**config.mk**
```make
export PLATFORM = sky130hd
export DESIGN_NAME = hdt_rad
export DESIGN_NICKNAME = d
export VERILOG_FILES = /design/src/hdl/hdt_pkg.sv /design/src/hdl/hdt_rad.sv
export SDC_FILE = /design/constraint.sdc
export NUM_CORES = 2
export LEC_CHECK = 0
export ABC_AREA = 1
export BUFFER_PORTS_ARGS = -buffer_cell sky130_fd_sc_hd__buf_4
export CAP_MARGIN = 20
export CORE_ASPECT_RATIO = 1.5
export CORE_UTILIZATION = 50
export CTS_CLUSTER_DIAMETER = 30
export DETAILED_ROUTE_END_ITERATION = 8
export GPL_ROUTABILITY_DRIVEN = 0
export PLACE_DENSITY = 0.74
export SYNTH_ARGS = -nofsm -noshare
export SYNTH_HDL_FRONTEND = slang
export SYNTH_SLANG_ARGS = --single-unit
```
**constraint.sdc**
```tcl
create_clock -name i_clk -period 19.99 [get_ports i_clk]
set_input_delay 1.999 -clock i_clk [delete_from_list [all_inputs] [get_ports i_clk]]
set_output_delay 1.999 -clock i_clk [all_outputs]
set_load 0.1 [all_outputs]
```
**src/hdl/hdt_pkg.sv**
```systemverilog
`default_nettype none
package hdt_pkg;

    localparam int CORDIC_STAGES = 24;
    localparam int ANG_W = 34;
    localparam int Q_W = 31;
    localparam int SQ_STEPS = 31;
    localparam int SQ_W = 2 * SQ_STEPS - 1;
    localparam int RAD_LAT = 3;
    localparam int LATENCY = 3 + RAD_LAT + 1 + CORDIC_STAGES + 1 + 3 + SQ_STEPS
                             + CORDIC_STAGES + 2;

    typedef logic signed [ANG_W-1:0] t_ang;

    localparam logic [63:0] PI_Q62 = 64'hC90FDAA22168C234;
    localparam logic [31:0] PI_Q30 = 32'd3373259426;
    localparam logic [31:0] HALF_PI_Q30 = 32'd1686629713;
    localparam logic [Q_W-1:0] ONE_Q30 = 31'h4000_0000;
    localparam logic signed [27:0] LAT_LIMIT = 28'sd90000000;
    localparam logic signed [28:0] LNG_LIMIT = 29'sd180000000;
    localparam logic [28:0] RAD_DIV = 29'd360000000;
    localparam logic [28:0] RAD_HALF = 29'd180000000;
    localparam logic [30:0] RAD_DIV2 = 31'd720000000;
    localparam int RAD_SHIFT = 29;
    localparam logic [63:0] RAD_MUL64 = (64'd3373259426 << RAD_SHIFT) / 64'd360000000;
    localparam logic [32:0] RAD_MUL = RAD_MUL64[32:0];
    localparam logic [30:0] EARTH_2R = 31'd1274200000;
    localparam logic [30:0] HALF_CIRC = 31'd2001508680;
    localparam logic [30:0] RADIUS_RESET = 31'd15000;
    localparam logic [2:0] ADDR_BUFFER_RADIUS = 3'd0;

    function automatic logic [63:0] udiv64(input logic [63:0] n, input logic [63:0] d);
        logic [64:0] rem;
        logic [63:0] q;
        rem = '0;
        q = '0;
        for (int b = 63; b >= 0; b--) begin
            rem = {rem[63:0], n[b]};
            if (rem >= {1'b0, d}) begin
                rem = rem - {1'b0, d};
                q[b] = 1'b1;
            end
        end
        return q;
    endfunction

    function automatic logic [63:0] isqrt64(input logic [63:0] v_in);
        logic [63:0] v;
        logic [63:0] res;
        logic [63:0] bitv;
        v = v_in;
        res = '0;
        bitv = 64'd1 << 62;
        for (int k = 0; k < 32; k++) begin
            if (bitv > v) bitv = bitv >> 2;
        end
        for (int k = 0; k < 32; k++) begin
            if (bitv != 0) begin
                if (v >= res + bitv) begin
                    v = v - (res + bitv);
                    res = (res >> 1) + bitv;
                end else begin
                    res = res >> 1;
                end
                bitv = bitv >> 2;
            end
        end
        return res;
    endfunction

    function automatic logic [31:0] atan_q30(input int i);
        logic [63:0] q62;
        logic signed [63:0] acc;
        logic [63:0] term;
        logic [63:0] sum;
        logic done;
        int e;
        acc = '0;
        done = 1'b0;
        if (i == 0) begin
            q62 = PI_Q62 >> 2;
        end else begin
            for (int k = 0; k < 64; k++) begin
                e = 62 - i * (2 * k + 1);
                if (e < 0) done = 1'b1;
                if (!done) begin
                    term = udiv64(64'd1 << e, 64'(2 * k + 1));
                    if ((k % 2) == 1) acc = acc - $signed(term);
                    else acc = acc + $signed(term);
                end
            end
            q62 = acc;
        end
        sum = q62 + (64'd1 << 31);
        return sum[63:32];
    endfunction

    function automatic logic [31:0] inv_gain();
        logic [63:0] g2;
        logic [63:0] g;
        logic [63:0] q;
        g2 = 64'd1 << 60;
        for (int i = 0; i < CORDIC_STAGES; i++) begin
            if (2 * i < 64) g2 = g2 + (g2 >> (2 * i));
        end
        g = isqrt64(g2);
        if (g == 0) g = 64'd1;
        q = udiv64((64'd1 << 60) + (g >> 1), g);
        return q[31:0];
    endfunction

endpackage
`default_nettype wire

```
**src/hdl/hdt_rad.sv**
```systemverilog
`default_nettype none
module hdt_rad (
    input  wire logic        i_clk,
    input  wire logic [28:0] i_mag,
    output logic      [31:0] o_rad
);
    import hdt_pkg::*;

    logic [61:0] r_pm;
    logic [60:0] r_np;
    logic [31:0] r_q0;
    logic [60:0] r_qd;
    logic [60:0] r_n2;
    logic [31:0] r_rad;
    logic [31:0] q0;
    logic [60:0] rem;
    logic [31:0] n_rad;

    assign q0 = r_pm[RAD_SHIFT +: 32];

    always_comb begin
        rem = r_n2 - r_qd;
        if (rem[30:0] >= RAD_DIV2) begin
            n_rad = r_q0 + 32'd2;
        end else if (rem[30:0] >= 31'(RAD_DIV)) begin
            n_rad = r_q0 + 32'd1;
        end else begin
            n_rad = r_q0;
        end
    end

    always_ff @(posedge i_clk) begin
        r_pm  <= 62'(i_mag) * 62'(RAD_MUL);
        r_np  <= 61'(i_mag) * 61'(PI_Q30) + 61'(RAD_HALF);
        r_q0  <= q0;
        r_qd  <= 61'(q0) * 61'(RAD_DIV);
        r_n2  <= r_np;
        r_rad <= n_rad;
    end

    assign o_rad = r_rad;
endmodule
`default_nettype wire

```
==> qor.yml <==
min_path:
  holdCritStartpoint: "r_np[14]"
  min_path_cells: 0
  hp-class: "flip-flop to flip-flop"
  whs_endpoint: "r_n2[14]"
clocking:
  hold_buffers: 0
  clk_pin_slew_ns: 0.07
  cts_inserted_buffers: 17
  cts_tree: "done"
  cts_resized: 0
  cts_max_path_buffers: 2
  post_cts_buffers: 0
  clockRootBuffer: "clkbuf_16"
  worstSkewPairLatency_ns: 0.44
  cts.sinks: 160
  htreeDepth: 4
synthesis:
  synth.net_count: 5327
  syn_area_um2: 34520
  synth_top_area_cell: "fa_1"
  synth-async-reset-ratio: 0
  ys_seq_area_frac: 0.09279
  synth_seq_cells: 160
  synth.top_cell.area_share: 0.3190
  syn_avg_cell_area_um2: 8.389
  syn-instance-count: 4115
  synthTopCellsByArea: "fa_1 (32%), ha_1 (23%), inv_1 (12%)"
  synth.distinct_cells: 46
  synth_edf_count: 0
  synth_ff_type: "dfxtp_1"
  yosysWarningCount: 0
layout:
  syn2layout_area_growth_pct: 5.984
  nets: 5390
  drive_gt1_frac: 0.03388
floorplanning:
  die_w_um: 216.5
  die_y_um: 323.8
  initial_utilization: 0.5071
  num_io_pins: 62
  die_area_um2: 70120
  rows: 117
  coreArea_um2: 68070
sta:
  fin_setup_tns_ns: 0
  finalCritPeriodShare: 0.4383
  hold_violations: 0
  period_minus_slack_ns: 8.761
  setup_violations: 0
  worst_pin_slew_ns: 0.9652
  rsz0062_at_grt: "no"
  slew_headroom: 0.3550
  fmaxAchievable_ghz: 0.1141
  clock_skew_ns: 0.01555
  drv_slew: 0
global_routing:
  overflow: 0
  antenna_found_initial: 0
  grt_pass1_wl_mm: 147.0
  grt_max_degree: 35
  grt_pass1_vias: 28150
  grt.total_usage: 0.2752
drt:
  dr.first_iter.drc_count: 1564
  viasPerCell: 5.251
  drcViolationCount: 2
  routed_wl_mm: 93.72
  antenna_left: 0
  wl_per_cell_um: 18.43
  dr_total_vias: 26710
  dr.pass1.iters: 9
worst_setup_path:
  timing.rr.start: "r_pm[35]"
  worstPathMaxFanout: 8
  crit_slowest_cell: "fa_1"
  r2r_end: "r_qd[30]"
  required_ns: 20.31
  cpPeakStageDelay_ns: 0.55
  ff2ff_path_depth: 16
  reg2reg_slack_ns: 14.23
  arrival_ns: 9.08
  startpoint_type: "primary input"
  path_class: "primary input to flip-flop"
  cp-end-kind: "flip-flop"
flow_run:
  cap_violations: 0
place:
  dp_hpwl_mm: 81.99
  io_buffers: 61
status:
  status: "finished, violations left"
  violations: "design-rule violations"
cell usage after synthesis (11+ instances only):
| cell type | number |
|---|---|
| nor3_1 | 22 |
| xnor2_1 | 46 |
| fa_1 | 550 |
| inv_1 | 1063 |
| nand3_1 | 142 |
| dfxtp_1 | 160 |
| o21a_1 | 11 |
| o21ai_0 | 69 |
| ha_1 | 632 |
| nor4_1 | 12 |
| nor2_2 | 11 |
| nor2_1 | 234 |
| xor2_1 | 138 |
| a21oi_1 | 148 |
| nand4_1 | 48 |
| nand2_1 | 719 |
sequential cells by signal, summed over array words and instances (netlist names):
signal / count
r_np: 22
r_pm: 32
o_rad: 32
r_qd: 20
r_n2: 22
r_q0: 32
cell families after synthesis:
| kind of cell | share of synthesized area |
|---|---|
| simple gates | 0.1476 |
| buf+inv | 0.1200 |
| fa+ha+maj | 0.5480 |
| flops | 0.09279 |
| compound gates | 0.04433 |
| xor+xnor | 0.04716 |
layout make-up:
type | instances | area (um2)
Clock inverter | 14 | 157.7
Tap cell | 892 | 1116
Antenna cell | 3 | 7.507
Timing Repair Buffer | 62 | 465.4
Multi-Input combinational cell | 2865 | 27170
Fill cell | 6198 | 31490
Clock buffer | 18 | 439.2
Sequential cell | 160 | 3203
Inverter | 1072 | 4024
how the worst max path moves through the flow:
stage / start / end / slack, ns / cells past startpoint
after global placement: i_mag[3] / r_np[26] / 10.91 / 32
after floorplan: i_mag[3] / r_np[26] / 11.62 / 31
after CTS: i_mag[3] / r_np[25] / 11.29 / 31
after global routing: i_mag[3] / r_np[25] / 10.83 / 31
final: i_mag[3] / r_np[25] / 11.23 / 31
after detailed placement: i_mag[3] / r_np[25] / 10.83 / 31
worst max-delay path: cells and delay by family:
kind            cells  cell delay [ns]
fa+ha+maj           9             4.37
simple gates       12             1.56
buf+inv             9             0.98
compound gates      1             0.13
metal layers:
| metal | vias to the layer above | part of all wire | GRT usage |
|---|---|---|---|
| met5 | - | 0 | 0 |
| met4 | 0 | 0.086 | 0.2050 |
| met3 | 368 | 0.043 | 0.02391 |
| met2 | 918 | 0.51 | 0.5078 |
| met1 | 12710 | 0.36 | 0.2910 |
| li1 | 12710 | - | - |
cells in the final DEF, fill, tap and decap left out, drive strengths merged:
cell        n
ha        632
inv      1081
nor3b       2
a21o        9
a21oi     150
a21boi      1
diode       3
o221a       1
a211oi      1
buf        62
fa        550
a31oi       5
o21a       11
or2         9
nand2     726
o2111ai     4
o211ai      5
a2111oi     1
o311ai      1
o21bai      5
nand3b      5
o221ai      2
a311oi      1
dfxtp     160
and3        4
nor4       12
nand4      49
nor2      248
nand3     145
clkinv      5
o21ai      75
nor3       22
clkbuf     18
o31ai       4
xnor2      46
xor2      139
stage by stage:
step	area (um2)	hold WS (ns)	std cells	setup slack, ns	util
2_1_floorplan	34520	0.3096	4115	11.62	-
3_3_place_gp	35980	0.3115	5051	10.91	0.5286
3_5_place_dp	35980	0.3121	5051	10.83	0.5286
4_1_cts	36580	0.3260	5083	11.29	0.5373
5_1_grt	36580	0.3274	5083	10.83	0.5373
6_report	36590	0.3260	5086	11.23	0.5375
Power is left out: the tool's default activity adds up to more than one toggle a clock period on the data nets, which glitch-free logic cannot reach.
