## config.mk

```make
export PLATFORM = sky130hd
export DESIGN_NAME = hdt_sqrt
export DESIGN_NICKNAME = d
export VERILOG_FILES = /design/src/hdl/hdt_pkg.sv /design/src/hdl/hdt_sqrt.sv
export SDC_FILE = /design/constraint.sdc
export NUM_CORES = 2
export LEC_CHECK = 0
export ABC_CLOCK_PERIOD_IN_PS = 7160
export BUFFER_PORTS_ARGS = -buffer_cell sky130_fd_sc_hd__buf_2
export CORE_MARGIN = 2
export CORE_UTILIZATION = 50
export CTS_BUF_LIST = sky130_fd_sc_hd__clkbuf_4 sky130_fd_sc_hd__clkbuf_8
export DETAILED_ROUTE_END_ITERATION = 10
export PLACE_DENSITY = 0.74
export SLEW_MARGIN = 40
export SYNTH_ARGS = -nofsm -noshare
export SYNTH_HDL_FRONTEND = slang
export SYNTH_SLANG_ARGS = --single-unit
export TNS_END_PERCENT = 20
```

## constraint.sdc

```tcl
create_clock -name i_clk -period 7.16 [get_ports i_clk]
set_input_delay 0.716 -clock i_clk [delete_from_list [all_inputs] [get_ports i_clk]]
set_output_delay 0.716 -clock i_clk [all_outputs]
set_load 0.01 [all_outputs]
```

## src/hdl/hdt_pkg.sv

```systemverilog
`default_nettype none
package hdt_pkg;

    localparam int CORDIC_STAGES = 24;
    localparam int ANG_W = 34;
    localparam int Q_W = 31;
    localparam int SQ_STEPS = 31;
    localparam int SQ_W = 2 * SQ_STEPS - 1;
    localparam int RAD_LAT = 3;
    localparam int LATENCY = 3 + RAD_LAT + 1 + CORDIC_STAGES + 1 + 3 + SQ_STEPS
                             + CORDIC_STAGES + 2;

    typedef logic signed [ANG_W-1:0] t_ang;

    localparam logic [63:0] PI_Q62 = 64'hC90FDAA22168C234;
    localparam logic [31:0] PI_Q30 = 32'd3373259426;
    localparam logic [31:0] HALF_PI_Q30 = 32'd1686629713;
    localparam logic [Q_W-1:0] ONE_Q30 = 31'h4000_0000;
    localparam logic signed [27:0] LAT_LIMIT = 28'sd90000000;
    localparam logic signed [28:0] LNG_LIMIT = 29'sd180000000;
    localparam logic [28:0] RAD_DIV = 29'd360000000;
    localparam logic [28:0] RAD_HALF = 29'd180000000;
    localparam logic [30:0] RAD_DIV2 = 31'd720000000;
    localparam int RAD_SHIFT = 29;
    localparam logic [63:0] RAD_MUL64 = (64'd3373259426 << RAD_SHIFT) / 64'd360000000;
    localparam logic [32:0] RAD_MUL = RAD_MUL64[32:0];
    localparam logic [30:0] EARTH_2R = 31'd1274200000;
    localparam logic [30:0] HALF_CIRC = 31'd2001508680;
    localparam logic [30:0] RADIUS_RESET = 31'd15000;
    localparam logic [2:0] ADDR_BUFFER_RADIUS = 3'd0;

    function automatic logic [63:0] udiv64(input logic [63:0] n, input logic [63:0] d);
        logic [64:0] rem;
        logic [63:0] q;
        rem = '0;
        q = '0;
        for (int b = 63; b >= 0; b--) begin
            rem = {rem[63:0], n[b]};
            if (rem >= {1'b0, d}) begin
                rem = rem - {1'b0, d};
                q[b] = 1'b1;
            end
        end
        return q;
    endfunction

    function automatic logic [63:0] isqrt64(input logic [63:0] v_in);
        logic [63:0] v;
        logic [63:0] res;
        logic [63:0] bitv;
        v = v_in;
        res = '0;
        bitv = 64'd1 << 62;
        for (int k = 0; k < 32; k++) begin
            if (bitv > v) bitv = bitv >> 2;
        end
        for (int k = 0; k < 32; k++) begin
            if (bitv != 0) begin
                if (v >= res + bitv) begin
                    v = v - (res + bitv);
                    res = (res >> 1) + bitv;
                end else begin
                    res = res >> 1;
                end
                bitv = bitv >> 2;
            end
        end
        return res;
    endfunction

    function automatic logic [31:0] atan_q30(input int i);
        logic [63:0] q62;
        logic signed [63:0] acc;
        logic [63:0] term;
        logic [63:0] sum;
        logic done;
        int e;
        acc = '0;
        done = 1'b0;
        if (i == 0) begin
            q62 = PI_Q62 >> 2;
        end else begin
            for (int k = 0; k < 64; k++) begin
                e = 62 - i * (2 * k + 1);
                if (e < 0) done = 1'b1;
                if (!done) begin
                    term = udiv64(64'd1 << e, 64'(2 * k + 1));
                    if ((k % 2) == 1) acc = acc - $signed(term);
                    else acc = acc + $signed(term);
                end
            end
            q62 = acc;
        end
        sum = q62 + (64'd1 << 31);
        return sum[63:32];
    endfunction

    function automatic logic [31:0] inv_gain();
        logic [63:0] g2;
        logic [63:0] g;
        logic [63:0] q;
        g2 = 64'd1 << 60;
        for (int i = 0; i < CORDIC_STAGES; i++) begin
            if (2 * i < 64) g2 = g2 + (g2 >> (2 * i));
        end
        g = isqrt64(g2);
        if (g == 0) g = 64'd1;
        q = udiv64((64'd1 << 60) + (g >> 1), g);
        return q[31:0];
    endfunction

endpackage
`default_nettype wire

```

## src/hdl/hdt_sqrt.sv

```systemverilog
`default_nettype none
module hdt_sqrt (
    input  wire logic                     i_clk,
    input  wire logic [hdt_pkg::SQ_W-1:0] i_rad,
    output logic      [hdt_pkg::Q_W-1:0]  o_root
);
    import hdt_pkg::*;

    logic [SQ_W-1:0] r_v   [1:SQ_STEPS];
    logic [SQ_W-1:0] r_res [1:SQ_STEPS];

    for (genvar j = 0; j < SQ_STEPS; j++) begin : g_step
        localparam logic [SQ_W-1:0] BITV = SQ_W'(1) << (SQ_W - 1 - 2 * j);
        logic [SQ_W-1:0] v_in;
        logic [SQ_W-1:0] res_in;
        logic [SQ_W:0]   sum;
        if (j == 0) begin : g_first
            assign v_in = i_rad;
            assign res_in = '0;
        end else begin : g_next
            assign v_in = r_v[j];
            assign res_in = r_res[j];
        end
        assign sum = {1'b0, res_in} + {1'b0, BITV};
        always_ff @(posedge i_clk) begin
            if ({1'b0, v_in} >= sum) begin
                r_v[j+1]   <= v_in - sum[SQ_W-1:0];
                r_res[j+1] <= (res_in >> 1) + BITV;
            end else begin
                r_v[j+1]   <= v_in;
                r_res[j+1] <= res_in >> 1;
            end
        end
    end

    assign o_root = r_res[SQ_STEPS][Q_W-1:0];
endmodule
`default_nettype wire

```

==> results_dict.tcl <==
set metrics [dict create \
    setup_viol 0 \
    slew_headroom_pct 33.5 \
    core_um2 176000 \
    insertion_delay_ps 1070 \
    rsz0062_at_grt "false" \
    finalHoldViolCount 0 \
    overflow 0 \
    drive_gt1_share_pct 10.3 \
    dp.cells 11200 \
    ir_drop_mv 0.300 \
    crit_chain "inv_1, ha_1, or4b_2, nor4_2, nand4_1, o21ai_0, or4b_1, nand2_1, buf_4, a311o_1, nor3_1, xor2_1" \
    clk_pin_slew_ps 70 \
    use_met3_pct 4.09 \
    drt_iter0_drc 5002 \
    hp-class "in -> reg" \
    viasPerCell 5.49 \
    fill_cells 14800 \
    firstDrtPassIters 6 \
    synth_top_family_by_area "simple AND/OR/NAND/NOR gates" \
    cap_violations 0 \
    busiest_layer "met2" \
    syn_to_final_growth_pct 13.5 \
    syn_avg_cell_area_um2 9.97 \
    cts_buffer_depth 4 \
    synth_cell_types 97 \
    finalCriticalPeriod_ps 4210 \
    netlist_area_um2 88400 \
    cpPeakStageDelay_ps 630 \
    yosys.area.top_type_share_pct 52.7 \
    fmaxAchievable_mhz 237 \
    start_kind "flip-flop" \
    grt_use_met1_pct 32.0 \
    ys_warn_count 0 \
    track_usage_pct 24.6 \
    ys_ff_latch 2326 \
    p_leak_nw 45.5 \
    worstSetupPathType "reg -> reg" \
    ios 93 \
    cp_max_fo 49 \
    drcViolationCount 0 \
    wl_mm 227 \
    slew_viol_final 0 \
    tns_ps 0 \
    synth_compound_area_share_pct 11.9 \
    skew_ps 114 \
    period_share_pct 58.8 \
    die_h_um 424 \
    rows 154 \
    power_density_nw_per_um2 419 \
    synth_cells 8864 \
    path_buf_inv 2 \
    timing.hold.ws_ps 272 \
    initial_core_util_pct 50.2 \
    stdcell_count 11900 \
    synth-main-ff-cell "dfxtp_1" \
    path_delay_family "simple AND/OR/NAND/NOR gates" \
    place_hpwl_mm 173 \
    die_w_um 424 \
    cts_resized 0 \
    async_flop_share_pct 0 \
    worstSetupEndpointType "flip-flop" \
    synthMuxAreaShare_pct 1.34 \
    antenna_found_initial 8 \
    numCtsBuffers 371 \
    grt_use_met2_pct 41.6 \
    place_area_um2 91400 \
    clock-root-buffer "clkbuf_8" \
    critPathSlowestCell "or4b_2" \
    grt_max_degree 63 \
    cts.htree.levels 5 \
    fin_total_pwr_w 0.0420 \
    nNetsFinal 9831 \
    tightest_slew_ps 984 \
    cts_tree "built" \
    finish.instance_area_um2 100000 \
    syn_nets 9450 \
    required_ps 8040 \
    wl_per_cell_um 19.1 \
    arrival_ps 5100 \
    ant_nets 0 \
    synth_top_area_cell "dfxtp_1" \
    cts_sinks 2326 \
    synth_edf_count 0 \
    status "finished, final reports clean" \
    synthSimpleGateAreaFrac_pct 15.2 \
    finalWeightedCongestion 0.931 \
    die_area_um2 180000 \
    vias 65200 \
    layout_commonest_cell "dfxtp_1" \
    yosysSeqAreaShare_pct 52.7 \
    io_buffers 92 \
    synth_fa_ha_area_share_pct 7.43 \
    synth-xor-area-share_pct 7.91 \
    layout_common_cells "2326 x dfxtp_1, 648 x inv_1, 610 x nor2_1" \
    ys_top_cells_by_area "dfxtp_1 53%, ha_1 7.4%, xnor2_1 4.6%, a21oi_1 3.4%, xor2_1 3.3%" \
    grt_pass1_vias 64500 \
    grt_pass1_wl_mm 353 \
]
-- power breakdown --
part	leakage, nW	internal, W	switching (W)
combinational	21.7	0.00484	0.00620
clock	4.34	0.00719	0.00512
sequential	19.5	0.0159	0.00272
-- layer usage --
layer / routed length [um] / up-vias / part of all wire (%)
met1: 99900 / 31000 / 44
met5: 7 / - / 0.0031
met2: 108000 / 1995 / 48
met4: 5780 / 2 / 2.5
met3: 13000 / 387 / 5.7
li1: - / 31800 / -
-- metrics by stage --
stage,worst slack [ps],utilization (%)
finish,2950,57.0
floorplan,3920,-
CTS,3040,57.0
global placement,2860,51.9
detailed placement,3100,52.0
global route,2760,57.0
-- Yosys cell counts (43+ instances only) --
master    count
dfxtp_1    2326
inv_1       649
nor2_1      611
a21oi_1     595
nand2_1     557
ha_1        523
xnor2_1     461
o21ai_0     372
xor2_1      337
nor4_1      305
nor3_1      216
a21o_1      183
nand3_1     169
clkbuf_1    143
nand4_1     134
nand2b_1    103
mux2_2       89
o21a_1       87
or4_1        70
or3_1        69
nor2b_1      63
a211oi_1     55
nor4b_1      47
o31ai_1      47
o21bai_1     46
o211ai_1     43
-- registers in the layout, summed over array words and instances, names as in the netlist --
name / cells
r_v: 1830
r_res: 496
-- path summary, 6_finish.rpt --
path / start / end / slack (ps) / cells past startpoint
worst max-delay path: r_res[0][1372] / r_v[1][476] / 2950 / 12
worst min-delay path: i_rad[12] / r_v[0][73] / 270 / 2
worst max register to register: r_res[0][1372] / r_v[1][476] / 2950 / 12
worst min register to register: r_v[0][927] / r_v[1][12] / 310 / 0
-- what timing repair did --
item | CTS | global route
hold buffers | 61 | 0
endpoints found under the hold margin | 61 | 0
buffers inserted | 0 | 0
-- kinds of logic (layout without fill, tap and decap cells) --
logic type               count (synthesis)  count (layout)
other                                    1               6
adder cells (fa/ha/maj)                524             524
multiplexers                           105             105
flip-flops                            2326            2326
XOR/XNOR                               798             798
buffers and inverters                  821            1476
AO/OA/AOI/OAI                         1689            1689
AND/OR/NAND/NOR                       2600            2600
-- layout make-up --
cell class                 instances  area (um^2)  area share, %
sequential                      2326        46600           46.4
multi-input combinational       5717        38900           38.8
clock buffer                     538         6890           6.87
tap                             2340         2930           2.92
inverter                         650         2440           2.43
clock inverter                   109         1300           1.29
timing repair buffer             179         1270           1.27
antenna                            5         12.5         0.0125
Power figures use the tool's default switching activity.
